$ cat src/sv/ifd_pkg.sv
package ifd_pkg;

	localparam logic [7:0] FRAME_HEADER = 8'h55;
	localparam logic [7:0] TYPE_TIME    = 8'h50;
	localparam logic [7:0] TYPE_ACCEL   = 8'h51;
	localparam logic [7:0] TYPE_GYRO    = 8'h52;
	localparam logic [7:0] TYPE_ANGLE   = 8'h53;

	localparam logic [3:0] POS_HUNT  = 4'd0;
	localparam logic [3:0] POS_TYPE  = 4'd1;
	localparam logic [3:0] POS_DATA0 = 4'd2;
	localparam logic [3:0] POS_CHECK = 4'd10;

	localparam logic [1:0] KIND_TIME  = 2'd0;
	localparam logic [1:0] KIND_ACCEL = 2'd1;
	localparam logic [1:0] KIND_GYRO  = 2'd2;
	localparam logic [1:0] KIND_ANGLE = 2'd3;

	localparam int VALUE_W = 20;

	// data[0] holds frame byte 2, data[7] frame byte 9
	typedef struct packed {
		logic [7:0]      ftype;
		logic [7:0][7:0] data;
	} frame_t;

	typedef struct packed {
		logic [1:0]                kind;
		logic signed [VALUE_W-1:0] x;
		logic signed [VALUE_W-1:0] y;
		logic signed [VALUE_W-1:0] z;
		logic [7:0]                minute;
		logic [7:0]                second;
		logic [15:0]               msec;
	} result_t;

	// Scale a raw word to 8 fractional bits; arithmetic shifts floor.
	function automatic logic signed [VALUE_W-1:0] scale_word(input logic [1:0] kind,
		input logic signed [15:0] w);
		logic signed [22:0]        g;
		logic signed [21:0]        a;
		logic signed [VALUE_W-1:0] r;
		g = 23'(w) * 23'sd125;
		a = 22'(w) * 22'sd45;
		unique case (kind)
			KIND_TIME:  r = '0;
			KIND_ACCEL: r = VALUE_W'(w >>> 3);
			KIND_GYRO:  r = VALUE_W'(g >>> 3);
			KIND_ANGLE: r = VALUE_W'(a >>> 5);
			default:    r = '0;
		endcase
		return r;
	endfunction

endpackage

$ cat src/sv/ifd_assembler.sv
module ifd_assembler (
	input  logic           clk,
	input  logic           arst_n,
	input  logic           accept,
	input  logic [7:0]     rx_byte,
	output ifd_pkg::frame_t frame,
	output logic           done
);
	import ifd_pkg::*;

	logic [3:0]      pos_q;
	logic [7:0]      sum_q;
	logic [7:0]      type_q;
	logic [7:0][7:0] data_q;
	logic            hunting;
	logic [2:0]      data_idx;

	assign hunting  = (pos_q == POS_HUNT) || (pos_q > POS_CHECK);
	assign data_idx = 3'(pos_q - POS_DATA0);

	// checksum byte matches the running sum of the first ten bytes
	assign done = accept && !hunting && (pos_q == POS_CHECK) && (sum_q == rx_byte);

	assign frame.ftype = type_q;
	assign frame.data  = data_q;

	always_ff @(posedge clk or negedge arst_n) begin
		if (!arst_n) begin
			pos_q <= POS_HUNT;
			sum_q <= '0;
		end else if (accept) begin
			if (hunting) begin
				// drop anything but a header while hunting
				pos_q <= (rx_byte == FRAME_HEADER) ? POS_TYPE : POS_HUNT;
				sum_q <= rx_byte;
			end else if (pos_q < POS_CHECK) begin
				pos_q <= pos_q + 4'd1;
				sum_q <= sum_q + rx_byte;
			end else begin
				pos_q <= POS_HUNT;
			end
		end
	end

	always_ff @(posedge clk) begin
		if (accept && !hunting && pos_q < POS_CHECK) begin
			if (pos_q == POS_TYPE) begin
				type_q <= rx_byte;
			end else begin
				data_q[data_idx] <= rx_byte;
			end
		end
	end

`ifndef SYNTHESIS
	a_pos_range: assert property (@(posedge clk) disable iff (!arst_n)
		pos_q <= POS_CHECK)
		else $error("byte position out of range");

	a_check_ends_frame: assert property (@(posedge clk) disable iff (!arst_n)
		(accept && pos_q == POS_CHECK) |=> (pos_q == POS_HUNT))
		else $error("decoder did not return to hunting after checksum byte");

	a_header_starts: assert property (@(posedge clk) disable iff (!arst_n)
		(accept && pos_q == POS_HUNT && rx_byte == FRAME_HEADER)
		|=> (pos_q == POS_TYPE && sum_q == FRAME_HEADER))
		else $error("header did not start a frame");
`endif

endmodule

$ cat src/sv/ifd_scaler.sv
module ifd_scaler (
	input  ifd_pkg::frame_t  frame,
	output ifd_pkg::result_t res,
	output logic             known
);
	import ifd_pkg::*;

	always_comb begin
		res   = '0;
		known = 1'b1;
		unique case (frame.ftype)
			TYPE_TIME: begin
				res.kind   = KIND_TIME;
				res.minute = frame.data[4];
				res.second = frame.data[5];
				res.msec   = {frame.data[7], frame.data[6]};
			end
			TYPE_ACCEL, TYPE_GYRO, TYPE_ANGLE: begin
				res.kind = frame.ftype[1:0];
				res.x    = scale_word(frame.ftype[1:0], {frame.data[1], frame.data[0]});
				res.y    = scale_word(frame.ftype[1:0], {frame.data[3], frame.data[2]});
				res.z    = scale_word(frame.ftype[1:0], {frame.data[5], frame.data[4]});
			end
			default: begin
				known = 1'b0;
			end
		endcase
	end

endmodule

$ cat src/sv/ifd_out_queue.sv
module ifd_out_queue (
	input  logic             clk,
	input  logic             arst_n,
	input  logic             wr,
	input  ifd_pkg::result_t wdata,
	output logic             full,
	output logic             out_valid,
	input  logic             out_ready,
	output ifd_pkg::result_t rdata
);
	import ifd_pkg::*;

	localparam logic [1:0] QUEUE_FULL = 2'd2;

	result_t    mem_q [2];
	logic       wr_ptr_q;
	logic       rd_ptr_q;
	logic [1:0] count_q;
	logic       rd;

	assign full      = (count_q == QUEUE_FULL);
	assign out_valid = (count_q != 2'd0);
	assign rd        = out_valid && out_ready;
	assign rdata     = mem_q[rd_ptr_q];

	always_ff @(posedge clk or negedge arst_n) begin
		if (!arst_n) begin
			wr_ptr_q <= 1'b0;
			rd_ptr_q <= 1'b0;
			count_q  <= '0;
		end else begin
			if (wr) begin
				wr_ptr_q <= ~wr_ptr_q;
			end
			if (rd) begin
				rd_ptr_q <= ~rd_ptr_q;
			end
			if (wr && !rd) begin
				count_q <= count_q + 2'd1;
			end else if (rd && !wr) begin
				count_q <= count_q - 2'd1;
			end
		end
	end

	always_ff @(posedge clk) begin
		if (wr) begin
			mem_q[wr_ptr_q] <= wdata;
		end
	end

`ifndef SYNTHESIS
	a_no_overflow: assert property (@(posedge clk) disable iff (!arst_n)
		full |-> !wr)
		else $error("result written into a full queue");

	a_count_range: assert property (@(posedge clk) disable iff (!arst_n)
		count_q <= QUEUE_FULL)
		else $error("queue count out of range");

	a_count_up: assert property (@(posedge clk) disable iff (!arst_n)
		(wr && !rd) |=> (count_q == $past(count_q) + 2'd1))
		else $error("queue count did not advance on write");

	a_count_down: assert property (@(posedge clk) disable iff (!arst_n)
		(rd && !wr) |=> (count_q == $past(count_q) - 2'd1))
		else $error("queue count did not drop on read");
`endif

endmodule

$ cat src/sv/imu_frame_decoder_top.sv
// Sensor frame decoder.
// Input channel (in_valid/in_ready, rx_byte): one received serial byte per
// request. The decoder hunts for the 0x55 header, collects the type byte,
// eight data bytes and the checksum byte, and checks the checksum against
// the 8-bit sum of the first ten bytes.
// Output channel (out_valid/out_ready): one result per good frame of a known
// type: a time stamp (minute, second, milliseconds) or three scaled axis
// values with 8 fractional bits (acceleration, angular rate or angle).
// Bad checksums and unknown types give no result.
// Throughput: one byte per cycle while in_ready is high. A result is
// queued as its checksum byte is taken; the scaling is a single pass of
// logic between the frame byte registers and a two-entry result queue.
// Stalls: while the receiver holds out_ready low, results wait in the queue;
// in_ready drops only when both entries are occupied.
// Reset: the decoder hunts for a header and the result queue is empty.
module imu_frame_decoder_top (
	input  logic                               clk,
	input  logic                               arst_n,
	input  logic                               in_valid,
	output logic                               in_ready,
	input  logic [7:0]                         rx_byte,
	output logic                               out_valid,
	input  logic                               out_ready,
	output logic [1:0]                         frame_kind,
	output logic signed [ifd_pkg::VALUE_W-1:0] value_x,
	output logic signed [ifd_pkg::VALUE_W-1:0] value_y,
	output logic signed [ifd_pkg::VALUE_W-1:0] value_z,
	output logic [7:0]                         minute_val,
	output logic [7:0]                         second_val,
	output logic [15:0]                        millisecond_val
);
	import ifd_pkg::*;

	logic    accept;
	logic    done;
	logic    known;
	logic    full;
	frame_t  frame;
	result_t res;
	result_t rdata;

	assign in_ready = !full;
	assign accept   = in_valid && in_ready;

	ifd_assembler u_assembler (
		.clk     (clk),
		.arst_n  (arst_n),
		.accept  (accept),
		.rx_byte (rx_byte),
		.frame   (frame),
		.done    (done)
	);

	ifd_scaler u_scaler (
		.frame (frame),
		.res   (res),
		.known (known)
	);

	ifd_out_queue u_out_queue (
		.clk       (clk),
		.arst_n    (arst_n),
		.wr        (done && known),
		.wdata     (res),
		.full      (full),
		.out_valid (out_valid),
		.out_ready (out_ready),
		.rdata     (rdata)
	);

	assign frame_kind      = rdata.kind;
	assign value_x         = rdata.x;
	assign value_y         = rdata.y;
	assign value_z         = rdata.z;
	assign minute_val      = rdata.minute;
	assign second_val      = rdata.second;
	assign millisecond_val = rdata.msec;

endmodule

$ cat config.mk
export PLATFORM = sky130hd
export DESIGN_NAME = imu_frame_decoder_top
export DESIGN_NICKNAME = d
export VERILOG_FILES = /design/src/sv/ifd_pkg.sv /design/src/sv/ifd_assembler.sv /design/src/sv/ifd_scaler.sv /design/src/sv/ifd_out_queue.sv /design/src/sv/imu_frame_decoder_top.sv
export SDC_FILE = /design/constraint.sdc
export NUM_CORES = 1
export LEC_CHECK = 0
export BUFFER_PORTS_ARGS = -buffer_cell sky130_fd_sc_hd__buf_2
export CAP_MARGIN = 20
export CORE_ASPECT_RATIO = 0.8
export CORE_MARGIN = 10
export CORE_UTILIZATION = 64
export DETAILED_ROUTE_END_ITERATION = 12
export GPL_ROUTABILITY_DRIVEN = 0
export PLACE_DENSITY = 0.8
export SYNTH_ARGS = -nofsm -noshare
export SYNTH_HDL_FRONTEND = slang
export SYNTH_HIERARCHICAL = 1
export SYNTH_SLANG_ARGS = --single-unit
$ cat constraint.sdc
create_clock -name clk -period 7.5 [get_ports clk]
set_clock_uncertainty 0.05 [all_clocks]
set_input_delay 0.75 -clock clk [delete_from_list [all_inputs] [get_ports clk]]
set_output_delay 0.75 -clock clk [all_outputs]
set_load 0.01 [all_outputs]
=== Word-level counts from Yosys, hierarchy flattened ===
Memory sizes are Yosys's and may differ from the RTL's.
Cells that the tools add are included.
Widths: inputs -> output; s select.

* Register bits: 88
* Memory bits (writable): 188
* Input bits: 12
* Logic and storage cells: 89
* Memories: 1

{| class="wikitable"
|+ Memory list
! memory !! depth !! bits a word !! rd ports !! clocked after Yosys merged registers in !! write ports !! RTL line !! source
|-
| u_out_queue.mem_q || 2 || 94 || 1 || 0 || 1 || ifd_out_queue.sv:15 || <nowiki>result_t mem_q [2];</nowiki>
|}

* Add/subtract/negate cells: 5
* Multipliers: 6
* Magnitude comparators: 4
* Eq/ne operators: 12
* Multiplexer cells: 19
* Bitwise logic cells: 3
* Reduce and logical (&&, ||, !) cells: 25

{| class="wikitable"
|+ Operators by type and width
! kind !! number
|-
| $pmux 20 s4 || 3
|-
| $mul 16x8->23 const B || 3
|-
| $mul 16x7->22 const B || 3
|-
| $bwmux 64 || 1
|-
| $mux 60 || 1
|-
| $eq 8x7->1 const B || 5
|-
| $mux 32 || 1
|-
| $demux 8 s3 || 1
|-
| $mux 8 || 3
|-
| $logic_and 1x1->1 || 10
|-
| $add 8x8->8 || 1
|-
| $eq 8x8->1 || 1
|-
| $mux 4 || 2
|-
| $eq 2x2->1 const B || 3
|-
| $mux 2 || 3
|-
| $reduce_and 2->1 || 3
|-
| $reduce_bool 2->1 || 3
|-
| $add 4x1->4 const B || 1
|-
| $eq 4x1->1 const B || 1
|-
| $eq 4x4->1 const B || 1
|-
| $gt 4x4->1 const B || 1
|-
| $logic_not 1->1 || 4
|-
| $logic_not 4->1 || 1
|-
| $lt 3x4->1 const B || 1
|-
| 12 further kinds || 17
|}

=== Longest topological paths before layout ===
* Depth in word-level cells: 11
* Depth in mapped cells: 19
* Gate-level depth less buffers: 19

=== By module ===
The synthesis kept the hierarchy.

{| class="wikitable"
|+ By module, submodules not included
! module !! times used !! cells each !! area an instance (um^2) !! sequential area each (um^2)
|-
| ifd_scaler || 1 || 1832 || 15349.7 || 0.0
|-
| ifd_out_queue || 1 || 309 || 7183.1 || 5745.5
|-
| ifd_assembler || 1 || 210 || 3320.7 || 2462.4
|-
| imu_frame_decoder_top || 1 || 3 || 16.3 || 0.0
|}

=== Worst setup path after synthesis ===
OpenSTA, ideal clock, no wires.

* Path kind: input port to flip-flop
* Start point: input port rx_byte[5]
* End point: memory u_out_queue/mem_q[0][0] (netlist bit) (enable)
* Library setup time: 559 ps
* Data arrival time: 6517 ps
* Data required time: 6891 ps
* Path slack: 374 ps
* Stages on the path: 6
* Cell sequence: ha_1 > or4b_1 > or4b_1 > nor3_2 > and2_1 > nor2b_1

* Cells in the longest elaborated chain, start to end: 5

{| class="wikitable"
|+ Ends and longest elaborated chain
! item !! RTL line !! source
|-
| start: declaration || imu_frame_decoder_top.sv:21 || <nowiki>input logic [7:0] rx_byte,</nowiki>
|-
| $eq 8x8->1 || ifd_assembler.sv:22 || <nowiki>assign done = accept && !hunting && (pos_q == POS_CHECK) && (sum_q == rx_byte);</nowiki>
|-
| $logic_and 1x1->1 || ifd_assembler.sv:22 ||
|-
| net done || imu_frame_decoder_top.sv:35 || <nowiki>logic done;</nowiki>
|-
| $logic_and 1x1->1 || imu_frame_decoder_top.sv:63 || <nowiki>.wr (done && known),</nowiki>
|-
| $mux 1 || ifd_out_queue.sv:47 || <nowiki>if (wr) begin</nowiki>
|-
| $mux 1 (implied by the code) || ifd_out_queue.sv:48 || <nowiki>mem_q[wr_ptr_q] <= wdata;</nowiki>
|-
| end: declaration || ifd_out_queue.sv:15 ||
|}

The timed path passes the listed nets, and every way through them passes these cells.

==> run metrics <==
Pwr per Cell Area around 330 nW/um^2; share of the core filled with cells in the final layout a little over two thirds; sequential cell area fraction in the yosys report roughly a third; Gates resized, CTS repair 0; cells traversed along the worst timing path inv_1, fa_1, inv_1, fa_1, fa_1, inv_1, fa_1, inv_1, ha_1, a21oi_2, nand2_1, a41oi_2, a31oi_1, a221o_1, a221o_1, or2_0, a31o_1; FF+latch area a little over 8000 sq um; total design power around 0.0090 W; Net count, final just over 3,000; Max FO, Critical Path 8; run status complete, but fails checks; Final Worst Setup Slack roughly 1900 ps; arrival time reported for the critical path endpoint approximately 5900 ps; count of port buffers added during placement between 100 and 150; leading post-synthesis cells by cell area sky130_fd_sc_hd__edfxtp_1 (30%), sky130_fd_sc_hd__fa_1 (18%), sky130_fd_sc_hd__ha_1 (16%); pin count of the biggest net entering global routing 63; Max transition margin 25.6%; wire length of the first global-routing pass around 96 mm; setup TNS 0 ps; post-DR vias/cell just under 6; leakage power of the design 13.6 nW; worst-case vdd ir drop 260 uV; delay contributed by the slowest stage of the critical path 580 ps; total setup buffers inserted after CTS 0; global route overflow 0; clock latency of the later-clocked register in the worst-skew pair 560 ps; clock-pin slew of the registers on the worst-case setup and hold paths ~70 ps; number of DRC markers in iteration 0 roughly 1,400; number of failing setup endpoints in the final timing report 0; die height 200 um; Async S/R FF share, synth 5.80%; Clock H-tree levels 1; worst reg-to-reg path cell count 17; root buffer cell sky130_fd_sc_hd__clkbuf_16; Synthesis Warnings 6; startpoint of the worst register-to-register path u_assembler/frame[37]; mean cell area of the mapped netlist around 11 sq um; Remaining DRCs 1; FF+latch count, synth about 280; total die area around 50,000 sq um; TritonCTS clock tree done; clk sink count 276; share of post-route cells with drive strength above 1 between 10% and 20%; maximum clock rate 0.179 GHz; number of buffers added to fix hold violations after cts 0; post-DR wirelength/cell ~20 um; max-capacitance violation count 0; Antenna Nets Post-Route 0; area of the core region ~40,000 sq um; starting density of the core around 65%; worst hold-check path type in2async; Longest Clk Path Bufs 3; Post-synth EDFFs 260; Crit path required time 7770 ps; area occupied by multi-input gates about 15,000 sq um; highest-delay cell along the critical path sky130_fd_sc_hd__fa_1; synthesized area between 20,000 and 30,000 sq um; Setup crit end kind flip-flop; signed area change from the synthesized netlist to the final layout 7.33%; RSZ-0062 raised after global routing no; hold slack final around 60 ps; startpoint type of the worst setup path flip-flop; violations in the final reports design-rule violations; half-perimeter wire length after detailed placement 45.1 mm; number of endpoints with negative hold slack in the final report 0; most common cell in the synthesized netlist sky130_fd_sc_hd__inv_1; Inserted Clock Buffers 29; Std-Cell Rows 65; fill cell instance count of the final layout 2,841; part of the cycle the worst path needs 74.7%; startpoint-to-endpoint class of the critical path reg2reg; number of antenna violations at the first check in global routing 1; total wirelength of the detailed-routed design between 50 and 60 mm; diodes inserted 0; vias in the first global route 18,400; slew at the pin closest to its max-slew limit around 1100 ps; Max Slew Vio Count 0; setup slack of the most critical reg-to-reg path 1900 ps; flip-flop cell with the highest count after synthesis sky130_fd_sc_hd__edfxtp_1; die outline width between 200 and 250 um; post-synth net total about 2,900; area leader, netlist sky130_fd_sc_hd__edfxtp_1; Mapped Cells 2,354; Top Ports 108; GRT Total Usage 24.4%; setup slack after placement approximately 2000 ps; routed vias 17,600; area fraction of the dominant cell type after synthesis approximately 30%; first-pass detailed-route iteration total 10; capturing point of the worst reg2reg path u_out_queue/mem_q[1][49]; most instantiated cells after synthesis sky130_fd_sc_hd__inv_1 (530), sky130_fd_sc_hd__ha_1 (323), sky130_fd_sc_hd__edfxtp_1 (260); number of unique standard cell types used by synthesis a little over 80; min Tclk post-route 5600 ps
report_power, final:
group / leakage [nW] / total [W] / internal, W / switching [W]
Combinational: 10.3 / 0.00583 / 0.00251 / 0.00332
Clock: 0.401 / 0.00128 / 0.000699 / 0.000585
Sequential: 2.89 / 0.00193 / 0.00176 / 0.000162
Total: 13.6 / 0.00904 / 0.00497 / 0.00407
cell type report:
type                            count  area share [%]
Clock inverter                     18           0.342
Multi-Input combinational cell   1500            55.5
Inverter                          531            7.18
Clock buffer                       31            2.64
Tap cell                          536            2.42
Timing Repair Buffer              122            2.35
Sequential cell                   276            29.6
placed cells by master (no fill, tap or decap), types with 29 or more instances in the layout:
| cell | netlist | final |
|---|---|---|
| sky130_fd_sc_hd__inv_1 | 530 | 530 |
| sky130_fd_sc_hd__ha_1 | 323 | 323 |
| sky130_fd_sc_hd__edfxtp_1 | 260 | 260 |
| sky130_fd_sc_hd__fa_1 | 237 | 237 |
| sky130_fd_sc_hd__a21oi_1 | 113 | 113 |
| sky130_fd_sc_hd__buf_2 | 4 | 107 |
| sky130_fd_sc_hd__nand2_1 | 85 | 84 |
| sky130_fd_sc_hd__nor2_1 | 82 | 82 |
| sky130_fd_sc_hd__xnor2_1 | 75 | 75 |
| sky130_fd_sc_hd__xor2_1 | 56 | 56 |
| sky130_fd_sc_hd__o21ai_0 | 57 | 56 |
| sky130_fd_sc_hd__mux2_4 | 50 | 50 |
| sky130_fd_sc_hd__mux2_2 | 46 | 46 |
| sky130_fd_sc_hd__a21o_1 | 44 | 44 |
| sky130_fd_sc_hd__and2_1 | 31 | 30 |
| sky130_fd_sc_hd__clkbuf_16 | 0 | 29 |
flip-flops by register name, summed over array words and instances, names as in the netlist:
name                  count
u_out_queue/mem_q       188
u_assembler/sum_q         8
u_out_queue/wr_ptr_q      1
u_assembler/frame        64
u_assembler/type_q        8
u_out_queue/count_q       2
u_out_queue/rd_ptr_q      1
u_assembler/pos_q         4
critical path: cells and delay by family (launching register included):
| family | cells | cell delay, ps |
|---|---|---|
| buffers and inverters | 4 | 380 |
| and+or+nand+nor | 2 | 290 |
| DFF | 1 | 570 |
| AOI/OAI and AO/OA | 6 | 1660 |
| adders and majority gates | 5 | 2410 |
routing by layer:
layer / GRT usage, % / wire [um] / share of wire, % / vias up
li1: - / - / - / 8081
met1: 32.8 / 24700 / 42 / 8723
met2: 41.3 / 28800 / 49 / 663
met3: 3.40 / 4230 / 7.2 / 108
met4: 6.50 / 1530 / 2.6 / 2
met5: 0 / 12 / 0.020 / -
metrics by stage:
step,area [sq um],std cells
2_1_floorplan,25900,2354
3_3_place_gp,26900,2963
3_5_place_dp,26900,2963
4_1_cts,27700,3012
5_1_grt,27800,3014
6_report,27800,3014
worst max path at each step:
stage / startpoint / to / slack (ps) / cells past startpoint
global route: u_assembler/frame[37] / u_out_queue/mem_q[1][49] / 1710 / 17
CTS: u_assembler/frame[37] / u_out_queue/mem_q[1][49] / 1950 / 17
finish: u_assembler/frame[37] / u_out_queue/mem_q[1][49] / 1900 / 17
global placement: u_assembler/frame[37] / u_out_queue/mem_q[0][49] / 2070 / 17
floorplan: rx_byte[5] / u_out_queue/mem_q[0][0] / 370 / 6
detailed placement: u_assembler/frame[37] / u_out_queue/mem_q[1][49] / 1980 / 17
logic make-up after synthesis:
kind of cell | after synthesis | synth area share, %
buffers and inverters | 578 | 8.78
adders and majority gates | 560 | 34.0
AOI/OAI and AO/OA | 363 | 9.07
and+or+nand+nor | 333 | 6.46
DFF | 276 | 31.7
xor gates and xnor gates | 131 | 4.44
muxes | 113 | 5.56
(Power assumes the default switching activity.)
